===== config.mk =====
export PLATFORM = sky130hd
export DESIGN_NAME = decimal_text_to_fixed_point
export DESIGN_NICKNAME = d
export VERILOG_FILES = /design/src/sv/dtfp_pkg.sv /design/src/sv/dtfp_conv.sv /design/src/sv/decimal_text_to_fixed_point.sv
export SDC_FILE = /design/constraint.sdc
export NUM_CORES = 1
export LEC_CHECK = 0
export BUFFER_PORTS_ARGS = -buffer_cell sky130_fd_sc_hd__buf_2
export CORE_MARGIN = 3
export CORE_UTILIZATION = 42
export CTS_CLUSTER_DIAMETER = 150
export DETAILED_ROUTE_END_ITERATION = 7
export PLACE_DENSITY = 0.57
export SLEW_MARGIN = 15
export SYNTH_ARGS = -nofsm -noshare
export SYNTH_HDL_FRONTEND = slang
export SYNTH_SLANG_ARGS = --single-unit

===== constraint.sdc =====
create_clock -name clk -period 6.45 [get_ports clk]
set_clock_uncertainty 0.05 [all_clocks]
set_input_delay 0.3225 -clock clk [delete_from_list [all_inputs] [get_ports clk]]
set_output_delay 0.3225 -clock clk [all_outputs]
set_load 0.01 [all_outputs]

===== src/sv/dtfp_pkg.sv =====
`timescale 1ns / 1ps

package dtfp_pkg;

  localparam int DEFAULT_VALUE_BITS          = 32;
  localparam int DEFAULT_MAX_FRACTION_DIGITS = 9;
  localparam int ACC_W                       = 30;
  localparam int CFG_IDX_W                   = 3;
  localparam int CFG_DATA_W                  = 5;

  localparam logic [3:0] INT_DIGIT_CAP = 4'd9;

  localparam logic [7:0] CH_POINT = 8'h2E;
  localparam logic [7:0] CH_MINUS = 8'h2D;
  localparam logic [7:0] CH_PLUS  = 8'h2B;
  localparam logic [7:0] CH_ZERO  = 8'h30;
  localparam logic [7:0] CH_NINE  = 8'h39;

  localparam logic [2:0] ST_OK             = 3'd0;
  localparam logic [2:0] ST_TOO_LONG       = 3'd1;
  localparam logic [2:0] ST_INT_DIGITS     = 3'd2;
  localparam logic [2:0] ST_FRAC_DIGITS    = 3'd3;
  localparam logic [2:0] ST_BAD_CHAR       = 3'd4;
  localparam logic [2:0] ST_INT_RANGE      = 3'd5;
  localparam logic [2:0] ST_POS_FRAC_RANGE = 3'd6;
  localparam logic [2:0] ST_NEG_FRAC_RANGE = 3'd7;

  localparam logic [CFG_IDX_W-1:0] CFG_FRACTION_BITS       = 3'd0;
  localparam logic [CFG_IDX_W-1:0] CFG_INTEGER_BITS        = 3'd1;
  localparam logic [CFG_IDX_W-1:0] CFG_MAX_INTEGER_DIGITS  = 3'd2;
  localparam logic [CFG_IDX_W-1:0] CFG_MAX_FRACTION_DIGITS = 3'd3;
  localparam logic [CFG_IDX_W-1:0] CFG_MAX_LENGTH          = 3'd4;

  localparam logic [4:0] FRACTION_BITS_RST       = 5'd15;
  localparam logic [4:0] INTEGER_BITS_RST        = 5'd16;
  localparam logic [3:0] MAX_INTEGER_DIGITS_RST  = 4'd5;
  localparam logic [3:0] MAX_FRACTION_DIGITS_RST = 4'd6;
  localparam logic [4:0] MAX_LENGTH_RST          = 5'd13;

  typedef enum logic [1:0] {
    PH_SIGN = 2'd0,
    PH_INT  = 2'd1,
    PH_FRAC = 2'd2
  } phase_t;

  typedef enum logic [1:0] {
    CV_IDLE  = 2'd0,
    CV_CHECK = 2'd1,
    CV_STEP  = 2'd2,
    CV_DONE  = 2'd3
  } conv_state_t;

  typedef struct packed {
    logic [7:0] text_char;
    logic       last_char;
  } in_item_t;

  typedef struct packed {
    logic signed [31:0] fixed_value;
    logic [2:0]         status;
  } out_item_t;

  typedef struct packed {
    logic             negative;
    logic [ACC_W-1:0] int_accum;
    logic [ACC_W-1:0] frac_accum;
    logic [3:0]       frac_count;
    logic [2:0]       err;
  } number_t;

  function automatic logic [ACC_W-1:0] pow10(input logic [3:0] n);
    logic [ACC_W-1:0] p;
    case (n)
      4'd0:    p = 30'd1;
      4'd1:    p = 30'd10;
      4'd2:    p = 30'd100;
      4'd3:    p = 30'd1000;
      4'd4:    p = 30'd10000;
      4'd5:    p = 30'd100000;
      4'd6:    p = 30'd1000000;
      4'd7:    p = 30'd10000000;
      4'd8:    p = 30'd100000000;
      default: p = 30'd1000000000;
    endcase
    return p;
  endfunction

endpackage


===== src/sv/dtfp_conv.sv =====
`timescale 1ns / 1ps

module dtfp_conv import dtfp_pkg::*; #(
  parameter int VALUE_BITS = DEFAULT_VALUE_BITS
) (
  input  logic       clk,
  input  logic       rst_n,
  input  logic       start,
  input  number_t    num,
  input  logic [4:0] fraction_bits,
  input  logic [4:0] integer_bits,
  input  logic       out_free,
  output logic       busy,
  output logic       done,
  output out_item_t  result
);

  localparam logic [4:0] FB_MAX = 5'(VALUE_BITS - 1);

  conv_state_t state_r, state_nxt;
  number_t     num_r, num_nxt;
  logic [VALUE_BITS-1:0] acc_r, acc_nxt;
  logic [ACC_W:0]        rem_r, rem_nxt;
  logic [ACC_W-1:0]      scale_r, scale_nxt;
  logic [4:0]            cnt_r, cnt_nxt;
  logic [2:0]            status_r, status_nxt;

  logic [4:0]  fb, ib_room, ib;
  logic [31:0] lim, lim_m1, iv;
  logic        frac_nz;
  logic [2:0]  chk_status;
  logic [ACC_W:0] rem_dbl, scale_ext;
  logic        ge;
  logic [VALUE_BITS-1:0] res_val;

  assign fb      = (fraction_bits > FB_MAX) ? FB_MAX : fraction_bits;
  assign ib_room = FB_MAX - fb;
  assign ib      = (integer_bits > ib_room) ? ib_room : integer_bits;
  assign lim     = 32'd1 << ib;
  assign lim_m1  = lim - 32'd1;
  assign iv      = 32'(num_r.int_accum);
  assign frac_nz = (num_r.frac_accum != '0);

  always_comb begin
    chk_status = num_r.err;
    if (num_r.err == ST_OK) begin
      if ((num_r.negative && iv > lim) || (!num_r.negative && iv > lim_m1)) begin
        chk_status = ST_INT_RANGE;
      end else if (!num_r.negative && iv == lim_m1 && frac_nz) begin
        chk_status = ST_POS_FRAC_RANGE;
      end else if (num_r.negative && iv == lim && frac_nz) begin
        chk_status = ST_NEG_FRAC_RANGE;
      end
    end
  end

  // one restoring step per fraction bit
  assign rem_dbl   = {rem_r[ACC_W-1:0], 1'b0};
  assign scale_ext = {1'b0, scale_r};
  assign ge        = (rem_dbl >= scale_ext);

  always_comb begin
    state_nxt = state_r;
    unique case (state_r)
      CV_IDLE: begin
        if (start) state_nxt = CV_CHECK;
      end
      CV_CHECK: begin
        if (chk_status != ST_OK || fb == 5'd0) state_nxt = CV_DONE;
        else state_nxt = CV_STEP;
      end
      CV_STEP: begin
        if (cnt_r == 5'd1) state_nxt = CV_DONE;
      end
      CV_DONE: begin
        if (out_free) state_nxt = CV_IDLE;
      end
      default: state_nxt = CV_IDLE;
    endcase
  end

  always_comb begin
    num_nxt    = num_r;
    acc_nxt    = acc_r;
    rem_nxt    = rem_r;
    scale_nxt  = scale_r;
    cnt_nxt    = cnt_r;
    status_nxt = status_r;
    unique case (state_r)
      CV_IDLE: begin
        if (start) num_nxt = num;
      end
      CV_CHECK: begin
        status_nxt = chk_status;
        acc_nxt    = VALUE_BITS'(num_r.int_accum);
        rem_nxt    = {1'b0, num_r.frac_accum};
        scale_nxt  = pow10(num_r.frac_count);
        cnt_nxt    = fb;
      end
      CV_STEP: begin
        rem_nxt = ge ? (rem_dbl - scale_ext) : rem_dbl;
        acc_nxt = {acc_r[VALUE_BITS-2:0], ge};
        cnt_nxt = cnt_r - 5'd1;
      end
      default: begin
      end
    endcase
  end

  assign res_val = num_r.negative ? (~acc_r + VALUE_BITS'(1)) : acc_r;

  always_comb begin
    busy = (state_r != CV_IDLE);
    done = (state_r == CV_DONE) && out_free;
    result.status      = status_r;
    result.fixed_value = (status_r != ST_OK) ? 32'sd0 : 32'($signed(res_val));
  end

  always_ff @(posedge clk) begin
    if (!rst_n) begin
      state_r <= CV_IDLE;
    end else begin
      state_r <= state_nxt;
    end
    num_r    <= num_nxt;
    acc_r    <= acc_nxt;
    rem_r    <= rem_nxt;
    scale_r  <= scale_nxt;
    cnt_r    <= cnt_nxt;
    status_r <= status_nxt;
  end

endmodule


===== src/sv/decimal_text_to_fixed_point.sv =====
`timescale 1ns / 1ps
// Characters are parsed one per cycle; in_stall stays low while a number is read.
// After the last item the converter runs a check state, one step per fraction bit
// (fraction_bits clamped to VALUE_BITS-1, no steps on an error status) and a hand-off
// state that waits until the output register is free before out_valid rises.
// in_stall is high through all of those states, so no new number is taken meanwhile.
// Synchronous active-low reset clears the parser, returns the converter to idle and clears out_valid.
module decimal_text_to_fixed_point import dtfp_pkg::*; #(
  parameter int VALUE_BITS          = DEFAULT_VALUE_BITS,
  parameter int MAX_FRACTION_DIGITS = DEFAULT_MAX_FRACTION_DIGITS
) (
  input  logic                  clk,
  input  logic                  rst_n,
  input  logic                  in_valid,
  output logic                  in_stall,
  input  in_item_t              in_item,
  output logic                  out_valid,
  input  logic                  out_stall,
  output out_item_t             out_item,
  input  logic                  cfg_we,
  input  logic [CFG_IDX_W-1:0]  cfg_index,
  input  logic [CFG_DATA_W-1:0] cfg_wdata
);

  localparam logic [3:0] FRAC_CAP = 4'(MAX_FRACTION_DIGITS);

  logic [4:0] fraction_bits_r, integer_bits_r, max_length_r;
  logic [3:0] max_int_digits_r, max_frac_digits_r;

  phase_t           phase_r, phase_nxt;
  logic             neg_r, neg_nxt;
  logic [ACC_W-1:0] int_acc_r, int_acc_nxt;
  logic [ACC_W-1:0] frac_acc_r, frac_acc_nxt;
  logic [3:0]       int_cnt_r, int_cnt_nxt;
  logic [3:0]       frac_cnt_r, frac_cnt_nxt;
  logic [4:0]       char_cnt_r, char_cnt_nxt;
  logic [2:0]       err_r, err_nxt;

  logic             out_valid_r;
  out_item_t        out_item_r;

  logic             in_acc, is_digit, sign_char;
  logic [7:0]       ch, ch_off;
  logic [ACC_W-1:0] dval;
  logic [3:0]       ilim, flim;
  logic             conv_busy, conv_done, out_free;
  number_t          num;
  out_item_t        conv_result;

  assign in_acc    = in_valid && !in_stall;
  assign ch        = in_item.text_char;
  assign ch_off    = ch - CH_ZERO;
  assign dval      = ACC_W'(ch_off[3:0]);
  assign is_digit  = (ch >= CH_ZERO) && (ch <= CH_NINE);
  assign sign_char = (ch == CH_PLUS) || (ch == CH_MINUS);
  assign ilim      = (max_int_digits_r > INT_DIGIT_CAP) ? INT_DIGIT_CAP : max_int_digits_r;
  assign flim      = (max_frac_digits_r > FRAC_CAP) ? FRAC_CAP : max_frac_digits_r;

  always_ff @(posedge clk) begin
    if (!rst_n) begin
      fraction_bits_r   <= FRACTION_BITS_RST;
      integer_bits_r    <= INTEGER_BITS_RST;
      max_int_digits_r  <= MAX_INTEGER_DIGITS_RST;
      max_frac_digits_r <= MAX_FRACTION_DIGITS_RST;
      max_length_r      <= MAX_LENGTH_RST;
    end else if (cfg_we) begin
      unique case (cfg_index)
        CFG_FRACTION_BITS:       fraction_bits_r   <= cfg_wdata;
        CFG_INTEGER_BITS:        integer_bits_r    <= cfg_wdata;
        CFG_MAX_INTEGER_DIGITS:  max_int_digits_r  <= cfg_wdata[3:0];
        CFG_MAX_FRACTION_DIGITS: max_frac_digits_r <= cfg_wdata[3:0];
        CFG_MAX_LENGTH:          max_length_r      <= cfg_wdata;
        default: begin
        end
      endcase
    end
  end

  always_comb begin
    phase_nxt    = phase_r;
    neg_nxt      = neg_r;
    int_acc_nxt  = int_acc_r;
    frac_acc_nxt = frac_acc_r;
    int_cnt_nxt  = int_cnt_r;
    frac_cnt_nxt = frac_cnt_r;
    char_cnt_nxt = char_cnt_r;
    err_nxt      = err_r;
    if (in_acc) begin
      // too long overrides any earlier error
      if (char_cnt_r >= max_length_r) err_nxt = ST_TOO_LONG;
      if (char_cnt_r != 5'd31) char_cnt_nxt = char_cnt_r + 5'd1;
      if (phase_r == PH_SIGN) phase_nxt = PH_INT;
      if (phase_r == PH_SIGN && sign_char) begin
        neg_nxt = (ch == CH_MINUS);
      end else if (phase_r != PH_FRAC) begin
        if (ch == CH_POINT) begin
          phase_nxt = PH_FRAC;
        end else if (int_cnt_r >= ilim) begin
          if (err_nxt == ST_OK) err_nxt = ST_INT_DIGITS;
        end else begin
          int_cnt_nxt = int_cnt_r + 4'd1;
          if (!is_digit) begin
            if (err_nxt == ST_OK) err_nxt = ST_BAD_CHAR;
          end else begin
            int_acc_nxt = (int_acc_r << 3) + (int_acc_r << 1) + dval;
          end
        end
      end else begin
        if (frac_cnt_r >= flim) begin
          if (err_nxt == ST_OK) err_nxt = ST_FRAC_DIGITS;
        end else begin
          frac_cnt_nxt = frac_cnt_r + 4'd1;
          if (!is_digit) begin
            if (err_nxt == ST_OK) err_nxt = ST_BAD_CHAR;
          end else begin
            frac_acc_nxt = (frac_acc_r << 3) + (frac_acc_r << 1) + dval;
          end
        end
      end
    end
  end

  always_ff @(posedge clk) begin
    if (!rst_n || (in_acc && in_item.last_char)) begin
      phase_r    <= PH_SIGN;
      neg_r      <= 1'b0;
      int_acc_r  <= '0;
      frac_acc_r <= '0;
      int_cnt_r  <= '0;
      frac_cnt_r <= '0;
      char_cnt_r <= '0;
      err_r      <= ST_OK;
    end else begin
      phase_r    <= phase_nxt;
      neg_r      <= neg_nxt;
      int_acc_r  <= int_acc_nxt;
      frac_acc_r <= frac_acc_nxt;
      int_cnt_r  <= int_cnt_nxt;
      frac_cnt_r <= frac_cnt_nxt;
      char_cnt_r <= char_cnt_nxt;
      err_r      <= err_nxt;
    end
  end

  assign num.negative   = neg_nxt;
  assign num.int_accum  = int_acc_nxt;
  assign num.frac_accum = frac_acc_nxt;
  assign num.frac_count = frac_cnt_nxt;
  assign num.err        = err_nxt;

  assign out_free = !out_valid_r || !out_stall;

  dtfp_conv #(
    .VALUE_BITS(VALUE_BITS)
  ) u_conv (
    .clk           (clk),
    .rst_n         (rst_n),
    .start         (in_acc && in_item.last_char),
    .num           (num),
    .fraction_bits (fraction_bits_r),
    .integer_bits  (integer_bits_r),
    .out_free      (out_free),
    .busy          (conv_busy),
    .done          (conv_done),
    .result        (conv_result)
  );

  assign in_stall = conv_busy;

  always_ff @(posedge clk) begin
    if (!rst_n) begin
      out_valid_r <= 1'b0;
    end else if (conv_done) begin
      out_valid_r <= 1'b1;
    end else if (!out_stall) begin
      out_valid_r <= 1'b0;
    end
    if (conv_done) out_item_r <= conv_result;
  end

  assign out_valid = out_valid_r;
  assign out_item  = out_item_r;

endmodule

Word level (Yosys, flattened, before mapping)
Memory sizes are Yosys's and may differ from the RTL's. A register that Yosys moved wholly into a read port is not among the register bits.
Cells that the tools add are included.
{ "totals": {"reg_bits": 278, "latchBits": 0, "ram_bits": 0, "mem_bits_ro": 480, "in_bits": 22, "word_cells": 170, "memories": 1} }
{ "mem_list": {"columns": ["name", "depth", "word_bits", "read_ports", "rd_ports_with_merged_regs", "wr", "line", "text"], "rows": [
  ["(no name shown)", 16, 30, 1, 1, 0, "dtfp_pkg.sv:73", "case (n)"]
]} }
{ "op_classes": {"n_addsub": 13, "n_mul": 0, "div_mod_pow": 0, "n_lt_le_gt_ge": 12, "n_eq_ne": 19, "shifts": 1, "n_mux": 53, "bitwise": 4, "n_reduce_logical": 41} }
{ "ops": {"columns": ["cell", "count"], "rows": [
  ["$mux W30", 12],
  ["$eq A30 B32 Y1", 2],
  ["$gt A30 B32 Y1", 2],
  ["$pmux W32 S2", 1],
  ["$add A30 B30 Y30", 2],
  ["$add A30 B4 Y30", 2],
  ["$pmux W30 S2", 1],
  ["$mux W3", 16],
  ["$add A32 B1 Y32 const B", 1],
  ["$mux W32", 1],
  ["$not A32 Y32", 1],
  ["$shl A1 B5 Y32 const A", 1],
  ["$sub A32 B1 Y32 const B", 1],
  ["$ge A31 B30 Y1", 1],
  ["$reduce_bool A30 Y1", 1],
  ["$sub A30 B30 Y30", 1],
  ["$eq A8 B6 Y1 const B", 3],
  ["$mux W4", 6],
  ["$mux W2", 7],
  ["$reduce_and A2 Y1", 7],
  ["$logic_and A1 B1 Y1", 11],
  ["$mux W5", 2],
  ["$pmux W5 S2", 1],
  ["$logic_not A3 Y1", 3],
  ["32 further kinds", 57]
]} }

Longest topological paths before layout
Gate-level depths: netlist of the first run.
{ "depth": {"depth_word": 17, "depth_mapped": 29, "ltp_nobuf": 26} }

Cells and area by module
Synthesis of the first run repeated with hierarchy kept, for this count alone.
{ "unflattened": {"hier_cells": 2256, "hier_area_um2": 20766.2} }
{ "by_module_without_submodules": {"columns": ["mod", "n_inst", "cells_each", "area_each_um2"], "rows": [
  ["dtfp_conv", 1, 1171, 11365.9],
  ["decimal_text_to_fixed_point", 1, 1085, 9400.3]
]} }

Worst setup path before layout of the first run
No wires, ideal clock.
{ "synth_path": {"path_kind": "flip-flop to flip-flop", "start": "register fraction_bits_r[2]", "end": "register u_conv.state_r[0]", "t_arrival_ps": 5588, "required_ps": 6283, "slack_ps": 695, "stages_incl_launch_ff": 25, "synth_period_minus_slack_ps": 5755, "cell_sequence": "dfxtp_1 -> clkbuf_1 -> clkbuf_1 -> ha_1 -> a211o_1 -> a221o_1 -> buf_6 -> a21oi_2 -> a31oi_1 -> clkbuf_1 -> nor3_1 -> nand2_1 -> ha_1 -> or3_1 -> o31ai_1 -> a21oi_1 -> ha_1 -> and4_1 -> nand3_1 -> or3_1 -> nor3_1 -> nor3_2 -> o41ai_4 -> o2111ai_1 -> a22o_1"} }
{ "synth_between": {"elab_chain_cells": 17} }
{ "synth_lines": {"columns": ["element", "line", "text"], "rows": [
  ["start: declaration", "decimal_text_to_fixed_point.sv:27", "logic [4:0] fraction_bits_r, integer_bits_r, max_length_r;"],
  ["start signal: assignment", "decimal_text_to_fixed_point.sv:68", "CFG_FRACTION_BITS: fraction_bits_r <= cfg_wdata;"],
  ["$gt A5 B5 Y1", "dtfp_conv.sv:36", "assign fb = (fraction_bits > FB_MAX) ? FB_MAX : fraction_bits;"],
  ["$mux W5 *", "dtfp_conv.sv:36", null],
  ["branches (longest 12 deep; another with $sub A32 B1 Y32)", null, null],
  ["$logic_or A1 B1 Y1 *", "dtfp_conv.sv:69", "if (chk_status != ST_OK || fb == 5'd0) state_nxt = CV_DONE;"],
  ["$mux W1 *", "dtfp_conv.sv:69", null],
  ["$pmux W2 S4 *", "dtfp_conv.sv:64", "unique case (state_r)"],
  ["end signal: assignment", "dtfp_conv.sv:123", "state_r <= state_nxt;"],
  ["end: declaration", "dtfp_conv.sv:20", "conv_state_t state_r, state_nxt;"]
]} }
Mark *: on every way between the ends.
A chain may end at the register's enable or synchronous reset.

Worst setup path after layout of the first run
{ "layout_path": {"start": "register fraction_bits_r[3]", "end": "register u_conv.state_r[0]"} }
The elaborated chain is that of the path after synthesis.

==> results.md, run 1 <==
- Placed cell count: between 2000 and 3000
- H-tree lvl count: 2
- Post-route ant nets: 0
- Antenna cells: 0
- Number of distinct library cell variants in the gate-level netlist after synthesis: 78
- Setup repair after global routing missed its margin: false
- Hold slack: 0.0422 ns
- FFs w/ async S/R, synth: 0%
- Count of final max-slew check failures: 0
- Horizontal extent of the die: 222 um
- Number of cells on the worst reg-to-reg path: 20
- CP startpoint kind: flop
- Slew HR: 24.0%
- Mapped Avg Cell Area: between 9 and 10 um^2
- Routed length per placed instance: approximately 17 um
- Share of power burned in the clock network: 27.2%
- Share of total power in combinational logic: 34.9%
- Gr usage total: 18.6%
- Result of the run: completed
- Number of violations reported at the end of detailed-routing iteration 0: approximately 900
- Library cell occupying the most area in the post-synthesis netlist: edfxtp_1
- Residual overflow from global routing: 0
- Post-Route WL: 46.6 mm
- Met1 track utilization from global routing: 28.9%
- Vias after detailed routing: 14800
- Most frequent cell after synthesis: nand2_1
- Synth Cell Area: 19600 um^2
- Top-level I/O count: about 60
- Critical path required time: around 6.8 ns
- Clock-pin slew of the registers on the worst-case setup and hold paths: 0.06 ns
- Leading post-synthesis cells by cell area: edfxtp_1, ha_1, dfxtp_1, nand2_1, a21oi_1
- Max Cap Violations: 0
- Number of flops mapped to enable cells by yosys: about 200
- GRT Max-Usage Layer: met1
- Switching share of total power: 35.8%
- Post-CTS setup repair buffer count: 0
- Sum Neg Setup Slack: 0 ns
- Cells after synthesis: 2027
- Synth Register Bits: ~300
- Final hold vios: 0
- Sequential share of power: 37.9%
- Peak VDD IR: 0.000175 V
- Starting utilization of the core area: 42.8%
- Post_cts resized: 0
- Number of iterations in the first detailed-routing pass: 7
- Std-Cell Core Area: 45800 um^2
- Worst-Margin Slew: 1.14 ns
- Layout cell share with drive strength beyond 1: 9.75%
- Leak: 9.25 nW
- Fillcell total: 4281
- Most instantiated cells after synthesis: nand2_1, ha_1, edfxtp_1, a21oi_1, nor2_1
- Category of the most critical setup path: reg2reg
- Global-route track usage on met2: 27.1%
- Largest net degree at the start of global routing: 101
- Die Footprint: between 40000 and 50000 um^2
- Clock tree buffer depth: 3
- Peak fanout along the critical path: 14
- Post-synth top area share: 30.0%
- CTS Hold Bufs: 0
- Synthesis-to-layout area growth: 11.3%
- Half-perimeter wire length after placement: around 35 mm
- Die height: 222 um
- Met3 usage in global routing: 2.77%
- Post-Synthesis Net Count: between 2000 and 2500
- Worst EP arrival: around 6.4 ns
- Net Switching: 0.00281 W
- Clk sink count: 301
- Period Utilization, post-route: 93.0%
- Cell at the root of the clock tree: clkbuf_16
- IO Port Bufs: between 50 and 60
- Global-route wire length before repair: about 75 mm
- Final critical-path required period: 6.00 ns
- Number of global-route vias before repair: 14000
- Number of warning messages in the yosys log: 0
- # rows: slightly below 80
- Number of setup violations in the final report: 0
- Share of synthesized area occupied by flip-flops and latches: 40.7%
- Clock tree from TritonCTS: built
- Skew-Pair Late Insertion Delay: 0.55 ns
- Routability cong.: 0.890
- Detailed-route DRC error count: 0
- Final net count: 2336
- Antenna violations before repair: 0
- Fin cells: 2702
- Hold Path Cell Cnt: 3
- Pint: 0.00504 W
- Total power per unit cell area: between 300 and 400 nW/um^2
- Primary FF master, synth: edfxtp_1
- Highest achievable clock rate: between 150 and 200 MHz
- Total CTS buffers: 36
- Type of the most critical hold path: in2reg
- Vias per Instance: 5.49
- Kind of capture point of the worst setup path: flop
-- area by class of cell --
type | count | area, um^2 | area share (%)
multi-input cells | 1578 | 11100 | 50.9
flip-flops and latches | 301 | 7990 | 36.6
clock buffers | 48 | 987 | 4.52
well taps | 600 | 751 | 3.44
repair buffers | 78 | 460 | 2.11
inverters | 80 | 300 | 1.38
clock inverters | 17 | 241 | 1.11
-- registers in the layout (all words and copies together) (netlist names), 23 cells and up --
register	flops
frac_acc_r	30
int_acc_r	30
out_item	35
u_conv.acc_r	32
u_conv.iv	30
u_conv.num_r	38
u_conv.rem_r	30
u_conv.scale_r	23
-- critical path, stage by stage, from the launching register on --
cell       delay [ns]
dfxtp_1          0.42
ha_1             0.28
and4_1           0.22
a221o_2          0.53
a31oi_1          0.60
nor2_1           0.22
nand2_1          0.17
ha_2             0.34
buf_4            0.25
a21boi_0         0.35
a31oi_1          0.10
ha_1             0.34
nand4_1          0.12
a21oi_1          0.07
a2111oi_1        0.44
o21ai_0          0.13
nor3_1           0.39
nor3_2           0.11
o41ai_4          0.38
o2111ai_1        0.17
a22o_1           0.20
-- final timing paths --
| path | start | endpoint | slack (ns) |
|---|---|---|---|
| worst max-delay path | fraction_bits_r[3] | u_conv.state_r[0] | 0.45 |
| worst min-delay path | in_item[1] | frac_acc_r[0] | 0.04 |
| worst max register to register | fraction_bits_r[3] | u_conv.state_r[0] | 0.45 |
| worst min register to register | max_int_digits_r[0] | max_int_digits_r[0] | 0.41 |
-- routing by layer --
metal / up-vias / share of wire, %
met5: - / 0
met4: 0 / 1.7
met3: 60 / 4.5
met2: 288 / 41
met1: 6992 / 53
li1: 7489 / -
-- layout by cell type, fill, tap and decap left out, drive strengths merged, types with 8 or more instances in the layout --
cell,synthesis,layout
or2,11,11
o31ai,20,20
clkbuf,61,48
ha,234,234
xor2,60,60
clkinv,0,8
mux2i,46,46
o21ai,103,103
mux2,38,38
buf,7,78
or3,10,10
a211oi,8,8
and3,12,12
a31oi,24,24
a21o,51,51
a21oi,171,171
xnor2,58,58
nand3,43,43
o211ai,9,9
nor3,26,26
inv,80,82
edfxtp,196,196
o21a,16,16
nor4,12,12
nand2b,11,11
nand4,24,24
o21bai,10,10
nor2,155,155
or4,8,8
dfxtp,105,105
nand2,253,253
nor2b,72,72
-- logic make-up (layout without fill, tap and decap cells) --
family                     after synthesis  in the layout  synth area share [%]
AOI/OAI and AO/OA                      474            474                  15.2
xor gates and xnor gates               118            118                  5.27
adders and majority gates              239            239                  15.4
buffers and inverters                  148            223                  2.90
DFF                                    301            301                  40.7
muxes                                   84             84                  4.55
and+or+nand+nor                        663            663                  15.9
-- per-stage QoR --
step                area, um^2  util, %  total power, W  worst slack, ns
global placement         20600     44.9         0.00569            0.336
floorplan                19600        -         0.00502            0.695
CTS                      21800     47.6         0.00791            0.198
detailed placement       20600     44.9         0.00573            0.219
finish                   21800     47.7         0.00785            0.451
global route             21800     47.7         0.00839           0.0396
-- power groups by stage --
stage	clock network, W	logic (W)	registers, W
6_report	0.00214	0.00274	0.00298
5_1_grt	0.00227	0.00309	0.00303
4_1_cts	0.00220	0.00274	0.00298
3_5_place_dp	0	0.00272	0.00301
3_3_place_gp	0	0.00269	0.00301
2_1_floorplan	0	0.00213	0.00289
Power figures use the tool's default switching activity.
==> run 2, diff against run 1 <==
- CTS_BUF_LIST: unset -> sky130_fd_sc_hd__clkbuf_16
==> run 2 against run 1 <==
  * Power is 0.47% lower
  * Non-clock buffer count did not move
  * Cell count did not move
==> results.md, run 2 (same netlist as run 1, synthesis figures left out) <==
- Starting utilization of the core area: between 40% and 50%
- Count of final max-slew check failures: 0
- Critical hold path startpoint: in_item[1]
- Synthesis-to-layout area growth: 11.2%
- Critical path required time: 6.83 ns
- Antenna violations before repair: 0
- Slack of the critical path: 0.471 ns
- Max Cap Violations: 0
- Clock tree from TritonCTS: built
- Post_cts resized: 0
- Family with the most delay on the worst path: compound AO/OA/AOI/OAI gates
- Launch point of the worst path: fraction_bits_r[3]
- Post-CTS setup repair buffer count: 0
- Final hold vios: 0
- CTS Hold Bufs: 0
- Hold slack: between 0.04 and 0.05 ns
- Start of the worst register-to-register path: fraction_bits_r[3]
- IO Port Bufs: 58
- Clock tree buffer depth: 3
- H-tree lvl count: 2
- CP Cell Sequence: ha_1, and4_1, a221o_2, a31oi_1, nor2_1, nand2_1, ha_2, buf_4, a21boi_0, a31oi_1, ha_1, nand4_1, a21oi_1, a2111oi_1, o21ai_0, nor3_1, nor3_2, o41ai_4, o2111ai_1, a22o_1
- Sum Neg Setup Slack: 0 ns
- Kind of capture point of the worst setup path: flop
- Result of the run: completed
- Placed cell areas: 20600 um^2
- Total buffers and inverters traversed by the critical path: 1
- Register bank with the most flops: u_conv.num_r
- Leak: between 9 and 10 nW
- Number of violations reported at the end of detailed-routing iteration 0: 871
- Total power per unit cell area: between 300 and 400 nW/um^2
- Slew HR: about a quarter
- Peak VDD IR: 0.000177 V
- Terminus of the critical flop-to-flop path: u_conv.state_r[0]
- Routed length per placed instance: 17.3 um
- Peak fanout along the critical path: 14
- Residual overflow from global routing: 0
- Global-route wire length before repair: 75.3 mm
- Largest net degree at the start of global routing: 101
- Cell at the root of the clock tree: clkbuf_16
- Final net count: 2336
- Post-route ant nets: 0
- Layout cell share with drive strength beyond 1: 9.66%
- Number of setup violations in the final report: 0
- Highest achievable clock rate: 167 MHz
- Skew-Pair Late Insertion Delay: 0.55 ns
- Most used cells in the layout excluding fill and tap cells: nand2_1, ha_1, edfxtp_1, a21oi_1, nor2_1
- Vias per Instance: ~5.5
- Half-perimeter wire length after placement: 35.0 mm
- Die Footprint: 49300 um^2
- Horizontal extent of the die: 222 um
- Gr usage total: 18.6%
- Category of the most critical setup path: reg2reg
- Reg2Reg Setup Slack: 0.47 ns
- Clock-pin slew of the registers on the worst-case setup and hold paths: 0.06 ns
- Largest stage delay on the critical path: 0.60 ns
- Clk sink count: 301
- Minimum setup slack after placement: 0.219 ns
- Number of iterations in the first detailed-routing pass: 7
- Top-level I/O count: between 50 and 60
- Finished Cell Area: 21800 um^2
- Antenna cells: 0
- Worst EP arrival: 6.36 ns
- Vias after detailed routing: 14800
- Die height: between 200 and 250 um
- Type of the most critical hold path: in2reg
- Setup repair after global routing missed its margin: false
- Number of global-route vias before repair: 14100
- Routability cong.: a little under 0.9
- Final critical-path required period: 5.98 ns
- Critical path depth: 20
- Post-Route WL: ~47 mm
- Most common library cell in the layout ignoring fill and taps: nand2_1
- Detailed-route DRC error count: 0
- # rows: 78
- Total CTS buffers: 36
- Number of flip-flops in the largest register: 38
- Std-Cell Core Area: roughly 46000 um^2
- Period Utilization, post-route: around 93%
- Worst-Margin Slew: 1.14 ns
- Critical path's slowest cell: a31oi_1
- Worst setup path endpoint: u_conv.state_r[0]
- CP startpoint kind: flop
- Number of cells on the worst reg-to-reg path: 20
==> run 2: cell types whose count changed in the layout (fill, tap and decap cells not counted), sizes merged <==
cell and change:
clkinv +2, inv +9, clkbuf -11
==> run 2: worst min-delay path by stage <==
stage                               end  slack, ns  depth (start not counted)
finish                    frac_acc_r[0]       0.05                          3
CTS                       frac_acc_r[0]       0.01                          3
detailed placement  max_int_digits_r[0]       0.40                          2
global route         fraction_bits_r[4]       0.06                          3
floorplan                   out_item[2]       0.37                          0
global placement    max_int_digits_r[0]       0.40                          2
==> run 2: final cells by class <==
class / count / area [um^2]
multi-input combinational: 1578 / 11100
fill: 4281 / 24000
clock inverter: 28 / 283
clock buffer: 37 / 926
tap: 600 / 751
timing repair buffer: 78 / 460
inverter: 80 / 300
sequential: 301 / 7990
==> run 2: routing by layer <==
layer	routed length (um)	track usage (%)	up-vias	part of all wire (%)
met4	799	4.13	0	1.7
met2	19200	27.2	290	41
met1	24500	28.9	7009	53
li1	-	-	7486	-
met5	0	0	-	0
met3	2100	2.77	61	4.5
==> run 2: worst reg2reg max path: stages, from the launching register on <==
cell and delay [ns]:
dfxtp_1 0.42, ha_1 0.28, and4_1 0.22, a221o_2 0.53, a31oi_1 0.60, nor2_1 0.22, nand2_1 0.17, ha_2 0.34
buf_4 0.25, a21boi_0 0.34, a31oi_1 0.10, ha_1 0.34, nand4_1 0.12, a21oi_1 0.07, a2111oi_1 0.44, o21ai_0 0.13
nor3_1 0.39, nor3_2 0.11, o41ai_4 0.38, o2111ai_1 0.17, a22o_1 0.20
==> run 2: stage by stage <==
stage	power [W]	utilization (%)	instances
final	0.00782	47.6	2702
after CTS	0.00787	47.6	2701
after global placement	0.00569	44.9	2636
after floorplan	0.00502	-	2027
after detailed placement	0.00573	44.9	2636
after global routing	0.00835	47.6	2702
==> run 2: power breakdown <==
part           total [W]  switching, W  internal (W)
clock network    0.00210      0.000818       0.00128
registers        0.00298      0.000342       0.00264
logic            0.00274       0.00165       0.00108
